[src/rtl/lif_pkg.sv]
`timescale 1ns / 1ps
`default_nettype none
package lif_pkg;

  localparam int NEURONS_DEF = 32;
  localparam int IN_IDX_W    = 5;
  localparam int VAL_W       = 16;
  localparam int DEG_W       = 6;
  localparam int MASK_W      = 32;
  localparam int REQ_W       = 3;
  localparam int CFG_IDX_W   = 1;
  localparam int CFG_W       = 16;

  localparam logic [CFG_IDX_W-1:0] CFG_LEAK   = 1'd0;
  localparam logic [CFG_IDX_W-1:0] CFG_THRESH = 1'd1;

  localparam logic [VAL_W-1:0]        LEAK_RST   = 16'd62259;
  localparam logic signed [VAL_W-1:0] THRESH_RST = 16'sd256;

  typedef enum logic [REQ_W-1:0] {
    REQ_INJECT = 3'd0,
    REQ_SET    = 3'd1,
    REQ_ADD    = 3'd2,
    REQ_REMOVE = 3'd3,
    REQ_TICK   = 3'd4
  } req_t;

  typedef enum logic [1:0] {
    RAM_CLEAR,
    RAM_REQ,
    RAM_TICK
  } ram_sel_t;

  typedef enum logic [3:0] {
    ST_CLEAR,
    ST_IDLE,
    ST_INJ,
    ST_EDGE_RD,
    ST_EDGE_WR,
    ST_TICK_SUM,
    ST_TICK_MUL,
    ST_TICK_UPD,
    ST_TICK_END,
    ST_DONE
  } state_t;

  typedef struct packed {
    logic     load;
    logic     inject;
    logic     edge_upd;
    logic     tick_rd;
    logic     acc_clr;
    logic     mul;
    logic     upd;
    logic     commit;
    logic     emit;
    logic     clr_we;
    ram_sel_t ram_sel;
  } cmd_t;

endpackage
`default_nettype wire

[src/rtl/lif_ctrl.sv]
`timescale 1ns / 1ps
`default_nettype none
module lif_ctrl
  import lif_pkg::*;
#(
  parameter int NEURONS = NEURONS_DEF
) (
  input  wire logic                               clk,
  input  wire logic                               rst_n,
  input  wire logic                               start,
  input  wire logic [REQ_W-1:0]                   req_type,
  output logic                                    busy,
  output cmd_t                                    cmd,
  output logic [$clog2(NEURONS)-1:0]              tick_s,
  output logic [$clog2(NEURONS)-1:0]              tick_d,
  output logic [$clog2(NEURONS*NEURONS)-1:0]      clr_addr
);

  localparam int IW    = $clog2(NEURONS);
  localparam int PAIRS = NEURONS * NEURONS;
  localparam int AW    = $clog2(PAIRS);
  localparam logic [IW-1:0] LAST_IDX  = IW'(NEURONS - 1);
  localparam logic [AW-1:0] LAST_PAIR = AW'(PAIRS - 1);

  state_t        state_r, state_nxt;
  logic [IW-1:0] s_r, s_nxt;
  logic [IW-1:0] d_r, d_nxt;
  logic [AW-1:0] clr_r, clr_nxt;

  always_ff @(posedge clk) begin
    if (!rst_n) begin
      state_r <= ST_CLEAR;
      s_r     <= '0;
      d_r     <= '0;
      clr_r   <= '0;
    end else begin
      state_r <= state_nxt;
      s_r     <= s_nxt;
      d_r     <= d_nxt;
      clr_r   <= clr_nxt;
    end
  end

  always_comb begin
    state_nxt   = state_r;
    s_nxt       = s_r;
    d_nxt       = d_r;
    clr_nxt     = clr_r;
    cmd         = '0;
    cmd.ram_sel = RAM_REQ;
    case (state_r)
      ST_CLEAR: begin
        cmd.ram_sel = RAM_CLEAR;
        cmd.clr_we  = 1'b1;
        clr_nxt     = clr_r + AW'(1);
        if (clr_r == LAST_PAIR) begin
          state_nxt = ST_IDLE;
        end
      end
      ST_IDLE: begin
        if (start) begin
          cmd.load = 1'b1;
          s_nxt    = '0;
          d_nxt    = '0;
          case (req_type)
            REQ_INJECT:                   state_nxt = ST_INJ;
            REQ_SET, REQ_ADD, REQ_REMOVE: state_nxt = ST_EDGE_RD;
            REQ_TICK:                     state_nxt = ST_TICK_SUM;
            default:                      state_nxt = ST_DONE;
          endcase
        end
      end
      ST_INJ: begin
        cmd.inject = 1'b1;
        state_nxt  = ST_DONE;
      end
      ST_EDGE_RD: begin
        state_nxt = ST_EDGE_WR;
      end
      ST_EDGE_WR: begin
        cmd.edge_upd = 1'b1;
        state_nxt    = ST_DONE;
      end
      ST_TICK_SUM: begin
        cmd.ram_sel = RAM_TICK;
        cmd.tick_rd = 1'b1;
        cmd.acc_clr = (s_r == '0);
        if (s_r == LAST_IDX) begin
          state_nxt = ST_TICK_MUL;
        end else begin
          s_nxt = s_r + IW'(1);
        end
      end
      ST_TICK_MUL: begin
        cmd.mul   = 1'b1;
        state_nxt = ST_TICK_UPD;
      end
      ST_TICK_UPD: begin
        cmd.upd = 1'b1;
        if (d_r == LAST_IDX) begin
          state_nxt = ST_TICK_END;
        end else begin
          d_nxt     = d_r + IW'(1);
          s_nxt     = '0;
          state_nxt = ST_TICK_SUM;
        end
      end
      ST_TICK_END: begin
        cmd.commit = 1'b1;
        state_nxt  = ST_DONE;
      end
      ST_DONE: begin
        cmd.emit  = 1'b1;
        state_nxt = ST_IDLE;
      end
      default: begin
        state_nxt = ST_IDLE;
      end
    endcase
  end

  assign busy     = (state_r != ST_IDLE);
  assign tick_s   = s_r;
  assign tick_d   = d_r;
  assign clr_addr = clr_r;

endmodule
`default_nettype wire

[config.mk]
export PLATFORM = sky130hd
export DESIGN_NAME = lif_ctrl
export DESIGN_NICKNAME = d
export VERILOG_FILES = /design/src/rtl/lif_pkg.sv /design/src/rtl/lif_ctrl.sv
export SDC_FILE = /design/constraint.sdc
export NUM_CORES = 1
export LEC_CHECK = 0
export BUFFER_PORTS_ARGS = -buffer_cell sky130_fd_sc_hd__buf_4
export CORE_MARGIN = 2
export CORE_UTILIZATION = 32
export CTS_CLUSTER_SIZE = 24
export DETAILED_ROUTE_END_ITERATION = 10
export PLACE_DENSITY = 0.59
export REMOVE_ABC_BUFFERS = 1
export SETUP_SLACK_MARGIN = 0.5
export SLEW_MARGIN = 20
export SYNTH_ARGS = -nofsm -noshare
export SYNTH_HDL_FRONTEND = slang
export SYNTH_SLANG_ARGS = --single-unit
[constraint.sdc]
create_clock -name clk -period 2.2 [get_ports clk]
set_input_delay 0.33 -clock clk [delete_from_list [all_inputs] [get_ports clk]]
set_output_delay 0.33 -clock clk [all_outputs]
set_load 0.02 [all_outputs]
Word-level counts from Yosys, hierarchy flattened

Index checks and enable logic that the tools add are counted.

Output and inout port bits: 33
Memory bits (read-only): 0
Memories: 0
Bits in registers: 24
Input bits: 6
Logic and storage cells: 62
Latch bits: 0
RAM bits: 0

Shifts and indexed selects: 0
Div/mod/pow operators: 0
Mux-type cells: 23
Equality and inequality tests: 22
Multiply operators: 0
Magnitude comparators: 0
Bitwise operators: 0
Reductions and logical operators: 10
Add/sub/neg operators: 3

Operators by type and width:

| operator                                               | count |
|---|---|
| one-hot mux 4 bit (7 select lines)                     | 1 |
| 2-to-1 mux 5 bit                                       | 4 |
| == test 4 x 3 -> 1 bit (second input constant)         | 4 |
| 2-to-1 mux 4 bit                                       | 4 |
| one-hot mux 5 bit (3 select lines)                     | 1 |
| one-hot mux 4 bit (3 select lines)                     | 1 |
| adder 10 x 1 -> 10 bit (second input constant)         | 1 |
| adder 5 x 1 -> 5 bit (second input constant)           | 2 |
| == test 10 bit (second input constant)                 | 1 |
| == test 5 bit (second input constant)                  | 2 |
| inequality test 2 bit (second input constant)          | 5 |
| one-hot mux 5 bit (2 select lines)                     | 1 |
| 2-to-1 mux 1 bit                                       | 9 |
| == test 4 x 2 -> 1 bit (second input constant)         | 2 |
| == test 4 bit (second input constant)                  | 2 |
| == test 3 x 2 -> 1 bit (second input constant)         | 2 |
| AND reduction 3 bit                                    | 2 |
| OR reduction 3 bit                                     | 2 |
| logical NOT 5 bit                                      | 1 |
| == test 4 x 1 -> 1 bit (second input constant)         | 1 |
| logical NOT 4 bit                                      | 1 |
| inequality test 4 x 1 -> 1 bit (second input constant) | 1 |
| one-hot mux 2 bit (2 select lines)                     | 1 |
| AND reduction 4 bit                                    | 1 |
| 6 further kinds                                        | 6 |

Logic depth before layout (Yosys ltp)

Gate-level depths: netlist of the first run.

Depth after elaboration: 5
Mapped depth: 7
Depth with buffers taken out: 7

Least setup slack after synthesis of the first run

No wires, ideal clock.

Path kind: reg2reg
From: reg d_r[0] (netlist: tick_d[0])
To: reg s_r[3] (netlist: tick_s[3])
Cell stages (with the launch flop): 7
Data required time: 2.130 ns
Library setup time: 0.070 ns
Data arrival time: 1.885 ns
Slack: 0.245 ns
Period minus slack after synthesis: 1.955 ns
Path buffers: 0
Cell sequence: dfxtp_1 > ha_1 > and3_1 > ha_1 > a22o_1 > or4_1 > a21oi_1

Cells in the longest elaborated chain, start to end: 3

Ends and longest elaborated chain:

| what                            | RTL line        | RTL |
|---|---|---|
| from (decl)                     | lif_ctrl.sv:27  | `logic [IW-1:0] d_r, d_nxt;` |
| from (signal assigned)          | lif_ctrl.sv:39  | `d_r <= d_nxt;` |
| == test 5 bit                   | lif_ctrl.sv:100 | `if (d_r == LAST_IDX) begin` |
| inequality test 2 bit (no line) | -               |  |
| AND reduction 4 bit (no line)   | -               |  |
| to (signal assigned)            | lif_ctrl.sv:38  | `s_r <= s_nxt;` |
| to (decl)                       | lif_ctrl.sv:26  | `logic [IW-1:0] s_r, s_nxt;` |

Every way passes these cells.
A chain may end at the register's enable or synchronous reset.

Worst setup path after layout of the first run

From: reg d_r[0] (netlist: tick_d[0])
To: reg s_r[2] (netlist: tick_s[2])

Same word-level chain as after synthesis.

==> metrics.txt, run 1 <==
most frequent CP cell ha_4; Met2 Wirelength 2039 um; total grt overflow 0; wire per inst 14.48 um; routed wl met3 161 um; Fin. Hold Viols 0; drt first-iter violations 54; total number of vias 1505; min cycle time layout 1829 ps; status completed; CP peak stage delay 490 ps; num ports 39; crit path max fanout 8; Final period util 83.13%; Final nets 245; Final WS setup 371.2 ps; setup TNS 0 ps; Slowest cell on crit path or4_1; Worst-path clk slew around 90 ps; routed wire length 4084 um; Starting Density around a third; IO buf count 38; Place WS approximately 150 ps; footprint of the multi-input gates between 0.001 and 0.0015 sq mm; synthesized flop and latch total 24; crit-path cells ha_4 > and3_4 > ha_4 > a22o_4 > or4_1 > a21oi_1; die height 69.94 um; Max Root-Sink Buffers 2; Max Clk Rate ~550 MHz; CP Launch Type register; # fillers 401; top routing layer in use met4; Worst-Margin Slew approximately 470 ps; Max Cap Viol 0; H-tree levels 1; register area roughly 500 sq um; Seq/Total Area, Yosys 34.53%; most common cell after layout, fill and taps aside buf_4; Hold Buf Count CTS 0; commonest cells after routing, fill and taps aside 61 x buf_4, 17 x nor2_1, 16 x dfxtp_1; die width 69.94 um; Rows 23; largest net degree at the start of global routing 18; first-pass GRT wire length 6320 um; share of layout cells above drive strength 1 ~47%; GPL Wtd Cong 0.7688; average vias per placed instance 5.337; Top FF cell, synth dfxtp_1; Syn Area/Cell 8.331 sq um; reg2reg start tick_d[0]; critical setup path kind register to register; Ys Warns 0; DP HPWL between 2000 and 2500 um; Residual DRC 0; Hold Path Origin rst_n; Area growth, synth to finish 61.42%; crit end category register; clk root buf clkbuf_8; Setup-failing EPs final 0; worst hold slack 337.4 ps; Unique masters post-synth 47; Power Dens Cells 385.7 mW/mm^2; LEAKAGE 0.8927 nW; min-delay worst type input port to register; CTS tree done; iteration count of the initial detailed-routing pass 4; Critical path buffers and inverters 0; clk_skew 10.09 ps; Sink Count 24; crit path launch tick_d[0]; crit-path leading delay family simple AND/OR/NAND/NOR gates; initial antenna violation count 0; crit path DAT just over 2000 ps; Worst Path Required 2400 ps; Max rail drop VDD 0.0002790 V; die area 0.004892 sq mm; total track usage 15.61%; ys async rst share 0%; wl on met1 1850 um; antenna cells 0; RSZ-0062 raised after global routing yes; max-slew violations 0; Cells after Synth around 170; cell area after synthesis around 0.0014 sq mm; number of global-route vias before repair roughly 1300; CTS Buf Count 3; post-route ant nets 0; Rel. slew slack 68.60%; Core Region 0.004086 sq mm; number of synthesized flops with an enable pin 0; clock insertion delay at the later pin of the skew report 260 ps
cells in the mapped netlist, types with 2 or more instances:
| master | count | area (sq um) |
|---|---|---|
| a21oi_1 | 12 | 60.06 |
| a22oi_1 | 2 | 15.01 |
| and3_1 | 4 | 25.02 |
| buf_6 | 2 | 22.52 |
| clkbuf_1 | 4 | 15.01 |
| dfxtp_1 | 24 | 480.5 |
| ha_1 | 6 | 75.07 |
| inv_1 | 9 | 33.78 |
| nand2_1 | 14 | 52.55 |
| nand2b_1 | 2 | 12.51 |
| nand3_1 | 6 | 30.03 |
| nand4_1 | 2 | 12.51 |
| nor2_1 | 18 | 67.56 |
| nor2b_1 | 2 | 12.51 |
| nor3_1 | 5 | 25.02 |
| nor4b_1 | 2 | 17.52 |
| o211ai_1 | 2 | 15.01 |
| o21ai_0 | 8 | 40.04 |
| o31ai_1 | 3 | 22.52 |
| or3_1 | 5 | 31.28 |
| or4_1 | 2 | 15.01 |
| xnor2_1 | 6 | 52.55 |
| xor2_1 | 3 | 26.28 |
worst paths after layout:
path	end	slack, ps	cells past startpoint
max reg2reg	tick_s[2]	370	6
min	state_r[0]	340	3
max	tick_s[2]	370	6
min reg2reg	clr_addr[1]	500	2
where the power goes:
part | switching (mW) | internal [mW] | total (mW)
Clock | 0.139 | 0.243 | 0.382
Sequential | 0.00622 | 0.433 | 0.439
Combinational | 0.0263 | 0.0192 | 0.0455
Total | 0.172 | 0.695 | 0.866
area by class of cell:
type	instances	area share [%]
multi-input cells	125	45.13
repair buffers	68	24.46
flip-flops and latches	24	22.40
well taps	50	2.786
inverters	11	2.061
clock buffers	3	1.838
clock inverters	1	1.337
layer usage:
layer / vias up / GRT usage, %
li1: 733 / -
met1: 726 / 20.42
met2: 40 / 26.77
met3: 6 / 2.453
met4: 0 / 3.846
met5: - / 0
repair_timing:
item	CTS	global route
endpoints found under the setup margin	22	25
pin swaps	16	14
gates resized for setup	37	21
setup buffers	19	6
cloned	1	0
sequential cells by signal, indices dropped and copies added, names as in the netlist:
name and count:
clr_addr 10, tick_d 5, state_r 4, tick_s 5
through the flow:
stage | instances | cell area (sq um) | total power [mW] | util (%)
after CTS | 276 | 2082 | 0.8753 | 50.95
after global routing | 282 | 2246 | 0.9000 | 54.96
final | 282 | 2246 | 0.8663 | 54.96
after floorplan | 159 | 1341 | 0.4765 | -
after detailed placement | 252 | 1727 | 0.4993 | 42.25
after global placement | 252 | 1727 | 0.4993 | 42.25
cell families (layout without fill, tap and decap cells):
logic type | count (synthesis) | in the layout | share of synthesized area, %
simple gates | 73 | 73 | 30.93
mux | 1 | 1 | 0.7195
fa+ha+maj | 6 | 6 | 5.396
buf+inv | 19 | 83 | 6.653
compound gates | 35 | 36 | 16.10
xor+xnor | 9 | 9 | 5.666
flops | 24 | 24 | 34.53
worst register-to-register path, cell delays in order (launching register included):
cell	delay, ps
dfxtp_2	350
ha_4	160
and3_4	180
ha_4	160
a22o_4	280
or4_1	490
a21oi_1	140
Power figures use the tool's default switching activity.
==> run 2, diff against run 1 <==
--- a/config.mk
+++ b/config.mk
@@ -5,6 +5,7 @@
 export SDC_FILE = /design/constraint.sdc
 export NUM_CORES = 1
 export LEC_CHECK = 0
+export ABC_AREA = 1
 export BUFFER_PORTS_ARGS = -buffer_cell sky130_fd_sc_hd__buf_4
 export CORE_MARGIN = 2
 export CORE_UTILIZATION = 32
==> constraint.sdc (replaced) <==
create_clock -name clk -period 1.7 [get_ports clk]
set_input_delay 0.255 -clock clk [delete_from_list [all_inputs] [get_ports clk]]
set_output_delay 0.255 -clock clk [all_outputs]
set_load 0.02 [all_outputs]
==> run 2 against run 1 <==
- worst hold slack got worse by 37 ps
- die area rose by 3.0%
- register-to-register slack got worse by 210 ps
==> metrics.txt, run 2 <==
Seq/Total Area, Yosys 33.45%; total track usage ~17%; wire per inst roughly 14 um; crit-path cells inv_4 > nor2_4 > nand2_4 > nor4_4 > buf_4; cell area after synthesis 0.001436 sq mm; initial antenna violation count 0; CTS Buf Count 3; ys async rst share 0%; most instantiated cells after synthesis 61 x nand2_1, 38 x nor2_1, 31 x inv_1, 24 x dfxtp_1, 16 x a21oi_1; crit end category output pin; Worst Path Required 1440 ps; area leader, netlist dfxtp_1; Setup-failing EPs final 0; critical setup path kind register to output pin; status completed; Cells after Synth ~230; die width 71.00 um; DP HPWL about 2700 um; top cells by area, synth dfxtp_1 33%, nand2_1 16%, nor2_1 9.9%, inv_1 8.1%, a21oi_1 5.6%; Sink Count 24; Final nets 329; placed insts 322; Place WS 41.42 ps; synthesized flop and latch total 24; Starting Density between 30% and 40%; most common cell after layout, fill and taps aside buf_4; RSZ-0062 raised after global routing yes; average vias per placed instance 4.918; CP peak stage delay 380 ps; clock insertion delay at the later pin of the skew report 270 ps; Top FF cell, synth dfxtp_1; num ports 39; worst hold slack roughly 300 ps; iteration count of the initial detailed-routing pass 4; total number of vias 1810; CTS tree done; drt first-iter violations 84; IO buf count 38; share of layout cells above drive strength 1 about 56%; Max Clk Rate 622.4 MHz; Yosys top cell area share 33.45%; Residual DRC 0; dpl cell area 0.001815 sq mm; crit path max fanout 4; Max Cap Viol 0; crit path DAT 1350 ps; Core Region 0.004324 sq mm; Syn Area/Cell roughly 6.3 sq um; count leader, synth nand2_1; fin area 0.002759 sq mm; LEAKAGE 1.342 nW; Rows 24; Rel. slew slack 68.20%; number of synthesized flops with an enable pin 0; Worst-path clk slew 90 ps; post-route ant nets 0; GPL Wtd Cong just under 0.8; largest net degree at the start of global routing 15; Max Root-Sink Buffers 2; Ys Warns 0; CP Launch Type register; clk_skew roughly 1.6 ps; Area growth, synth to finish 92.07%; min cycle time layout 1607 ps; die height 71.00 um; number of global-route vias before repair 1586; min-delay worst type input port to register; routed wire length 5010 um; max-slew violations 0; Final WS setup 93.21 ps; non-filler cells, final between 300 and 400; setup TNS 0 ps; number of flip-flops in the largest register 10; Max rail drop VDD 0.0002629 V; Unique masters post-synth 25; antenna cells 0; H-tree levels 1; Fin. Hold Viols 0; die area about 0.0050 sq mm; first-pass GRT wire length 6886 um; Worst-Margin Slew 476.4 ps; total grt overflow 0; Final period util 94.52%; clk root buf clkbuf_8; commonest cells after routing, fill and taps aside 54 x buf_4, 43 x nand2_1, 29 x buf_6; Power Dens Cells 419.6 mW/mm^2; Slowest cell on crit path dfxtp_4
==> run 2: cell types whose count changed in the layout (fill, tap and decap cells not counted), sizes merged, moves of 4 or more <==
cell	before	now
inv	9	34
buf	68	86
a21oi	12	16
xnor2	6	1
or3	5	0
nor2	18	42
nand2	14	63
nand3	6	14
nor3	5	9
==> run 2: metal layers <==
layer | track usage, % | vias to the layer above | part of all wire (%)
met5 | 0 | - | 0
met4 | 5.870 | 0 | 1.9
met3 | 2.564 | 10 | 3.3
met2 | 28.97 | 41 | 52
met1 | 21.60 | 857 | 42
li1 | - | 902 | -
==> run 2: kinds of logic after synthesis <==
family / Yosys count / share of synthesized area (%)
buffers and inverters: 37 / 10.02
adders and majority gates: 6 / 5.226
and+or+nand+nor: 137 / 42.25
DFF: 24 / 33.45
AOI/OAI and AO/OA: 24 / 8.450
xor gates and xnor gates: 1 / 0.6099
==> run 2: power by group <==
group	total [mW]	leakage [nW]	switching (mW)	internal [mW]
registers	0.567	0.200	0.00676	0.560
clock network	0.518	0.0357	0.202	0.315
logic	0.0736	1.11	0.0438	0.0298
total	1.16	1.34	0.253	0.905
==> run 2: path summary, 6_finish.rpt <==
kind / start / end / slack [ps] / cells past startpoint
hold / removal: rst_n / clr_addr[1] / 300 / 3
setup reg to reg: state_r[0] / tick_d[4] / 160 / 11
setup / recovery: state_r[2] / cmd[7] / 90 / 5
hold reg to reg: tick_s[3] / tick_s[3] / 520 / 2
==> run 2: through the flow <==
step	utilization [%]	power, mW
2_1_floorplan	-	0.6170
3_3_place_gp	41.99	0.6459
3_5_place_dp	41.99	0.6463
4_1_cts	55.93	1.155
5_1_grt	63.80	1.198
6_report	63.80	1.158
==> run 2: repair_timing <==
item | CTS | global route
pin swaps | 26 | 24
gates resized for setup | 105 | 58
setup endpoints to repair | 34 | 40
hold buffers | 0 | 0
setup buffers | 27 | 15
==> run 2: area by class of cell <==
class	instances	area, sq um
fillers	363	1565
multi-input cells	168	1189
repair buffers	86	782.0
flip-flops and latches	24	504.2
inverters	34	147.6
well taps	52	65.06
clock buffers	3	41.29
clock inverters	1	30.03
==> run 2: critical path, delay by kind of cell, from the launching register on <==
family,cells,cell delay (ps)
buffers and inverters,2,230
and+or+nand+nor,3,480
DFF,1,380
==> run 3, diff against run 2 <==
--- a/config.mk
+++ b/config.mk
@@ -5,8 +5,9 @@
 export SDC_FILE = /design/constraint.sdc
 export NUM_CORES = 1
 export LEC_CHECK = 0
-export ABC_AREA = 1
+export ABC_AREA = 0
 export BUFFER_PORTS_ARGS = -buffer_cell sky130_fd_sc_hd__buf_4
+export CORE_ASPECT_RATIO = 2
 export CORE_MARGIN = 2
 export CORE_UTILIZATION = 32
 export CTS_CLUSTER_SIZE = 24
==> run 3 against run 2 <==
- sequential share of layout area increased by 2.4 points
- setup slack lost 170 ps
- non-clock buffer count down 7
- die area fell by 2.3%
- fmax is 9.5% lower
- cell count down 20%
- the run now ends with setup timing left
- largest cell class unchanged
- clock skew increased by 6.2 ps
- wire length shrank 22%
- design area decreased by 13%
- critical path type unchanged
- largest power group unchanged
- sequential power increased by 0.7%
- worst hold slack got worse by 37 ps
- global-route usage shrank 0.93 points
==> metrics.txt, run 3 (synthesis gave the netlist of run 1 again) <==
status complete, but fails checks; Worst R2R Path Depth 6; CP Launch Type register; largest net degree at the start of global routing 18; Starting Density around a third; Worst-path clk slew 80 ps; Worst Path Required ~1400 ps; clock insertion delay at the later pin of the skew report 260 ps; Fin. Hold Viols 0; Sink Count 24; average vias per placed instance approximately 5.0; most common cell after layout, fill and taps aside buf_4; Power Dens Cells 421.5 mW/mm^2; violated checks setup timing; Final WS setup -75.92 ps; Hold Path Stages 2; LEAKAGE 0.9660 nW; IO buf count 38; Max rail drop VDD 0.0004827 V; DP HPWL 2736 um; wire per inst 13.22 um; RSZ-0062 raised after global routing yes; Final Util 56.35%; Final period util 104.5%; Residual DRC 0; clk root buf clkbuf_8; clk_skew 7.800 ps; CTS Buf Count 3; CTS tree done; Max Cap Viol 0; Hold Buf Count CTS 0; die width 50.63 um; worst hold slack 263.5 ps; min cycle time layout 1776 ps; drt first-iter violations 20; GPL Wtd Cong about 0.82; Max Root-Sink Buffers 2; total grt overflow 0; Max Clk Rate 563.1 MHz; total track usage 15.96%; Core Region 0.004254 sq mm; crit end category output pin; Setup-failing EPs final 7; first-pass GRT wire length approximately 6400 um; initial antenna violation count 0; H-tree levels 1; reg2reg start tick_d[1]; iteration count of the initial detailed-routing pass 4; Final nets 255; Rel. slew slack 64.95%; number of flip-flops in the largest register 10; Worst Hold Path EP state_r[1]; die area about 0.0049 sq mm; commonest cells after routing, fill and taps aside 60 x buf_4, 19 x buf_6, 17 x nor2_1; crit path DAT 1520 ps; antenna cells 0; max-slew violations 0; crit path max fanout 4; routed wire length 3913 um; reg-to-reg endpoint tick_s[2]; num ports 39; Worst-Margin Slew 522.6 ps; number of global-route vias before repair 1460; post-route ant nets 0; min-delay worst type input port to register; Hold Path Origin rst_n; die height 97.25 um; Worst R2R Setup Slack -70 ps; Area growth, synth to finish 72.30%; Rows 34; total number of vias 1475; share of layout cells above drive strength 1 53.72%; critical setup path kind register to output pin
run 3: cell count changes in the layout (fill, tap and decap cells not counted), moves of 5 or more:
cell / before / now
xnor2_1: 1 / 6
nand2_4: 11 / 1
nand2_1: 43 / 12
nand2_2: 8 / 1
nor2_1: 28 / 17
buf_4: 54 / 60
inv_1: 16 / 7
inv_2: 12 / 1
buf_6: 29 / 19
nor2_4: 11 / 1
or3_1: 0 / 5
run 3: per-stage QoR:
step	cells	power (mW)	setup WS (ps)	setup TNS (ps)	area, sq um
global placement	278	0.6503	-176.2	-761.4	1897
CTS	291	1.028	-70.82	-323.9	2275
floorplan	159	0.6167	-254.5	-1489	1341
detailed placement	278	0.6510	-193.3	-978.3	1897
global route	296	1.050	-110.9	-899.4	2397
finish	296	1.011	-75.92	-300.1	2397
run 3: cell type report:
class	count	area, sq um
clock buffer	4	55.05
fill	412	1857
inverter	11	45.04
multi-input combinational	124	1070
sequential	24	495.5
tap	54	67.56
timing repair buffer	79	664.4
run 3: per-layer routing:
metal | part of all wire [%] | track usage (%) | vias to the layer above
met5 | 0 | 0 | -
met4 | 1.3 | 4.990 | 0
met3 | 4.0 | 1.692 | 6
met2 | 51 | 28.14 | 40
met1 | 43 | 19.69 | 684
li1 | - | - | 745
run 3: what timing repair did:
item,CTS,global route
pin swaps,18,14
buffers inserted,9,5
endpoints found under the setup margin,37,37
resized for setup,61,19
run 3: worst max-delay path by stage:
stage | from | endpoint | slack (ps) | depth (start not counted)
after floorplan | tick_d[0] | tick_s[3] | -250 | 6
after global placement | tick_d[0] | state_r[2] | -180 | 7
after detailed placement | tick_d[0] | state_r[2] | -190 | 7
after CTS | state_r[1] | cmd[0] | -70 | 5
after global routing | state_r[0] | cmd[0] | -110 | 5
final | state_r[0] | cmd[0] | -80 | 5
run 3: where the power goes:
group / internal [mW] / switching, mW
Combinational: 0.0285 / 0.0371
Clock: 0.206 / 0.168
Sequential: 0.565 / 0.00642
Total: 0.799 / 0.211
run 3: critical path, cell delays in order, from the launching register on:
cell      delay [ps]
dfxtp_2          350
or4_4            560
clkinv_2          80
buf_4             90
nor2_1            30
buf_4            140
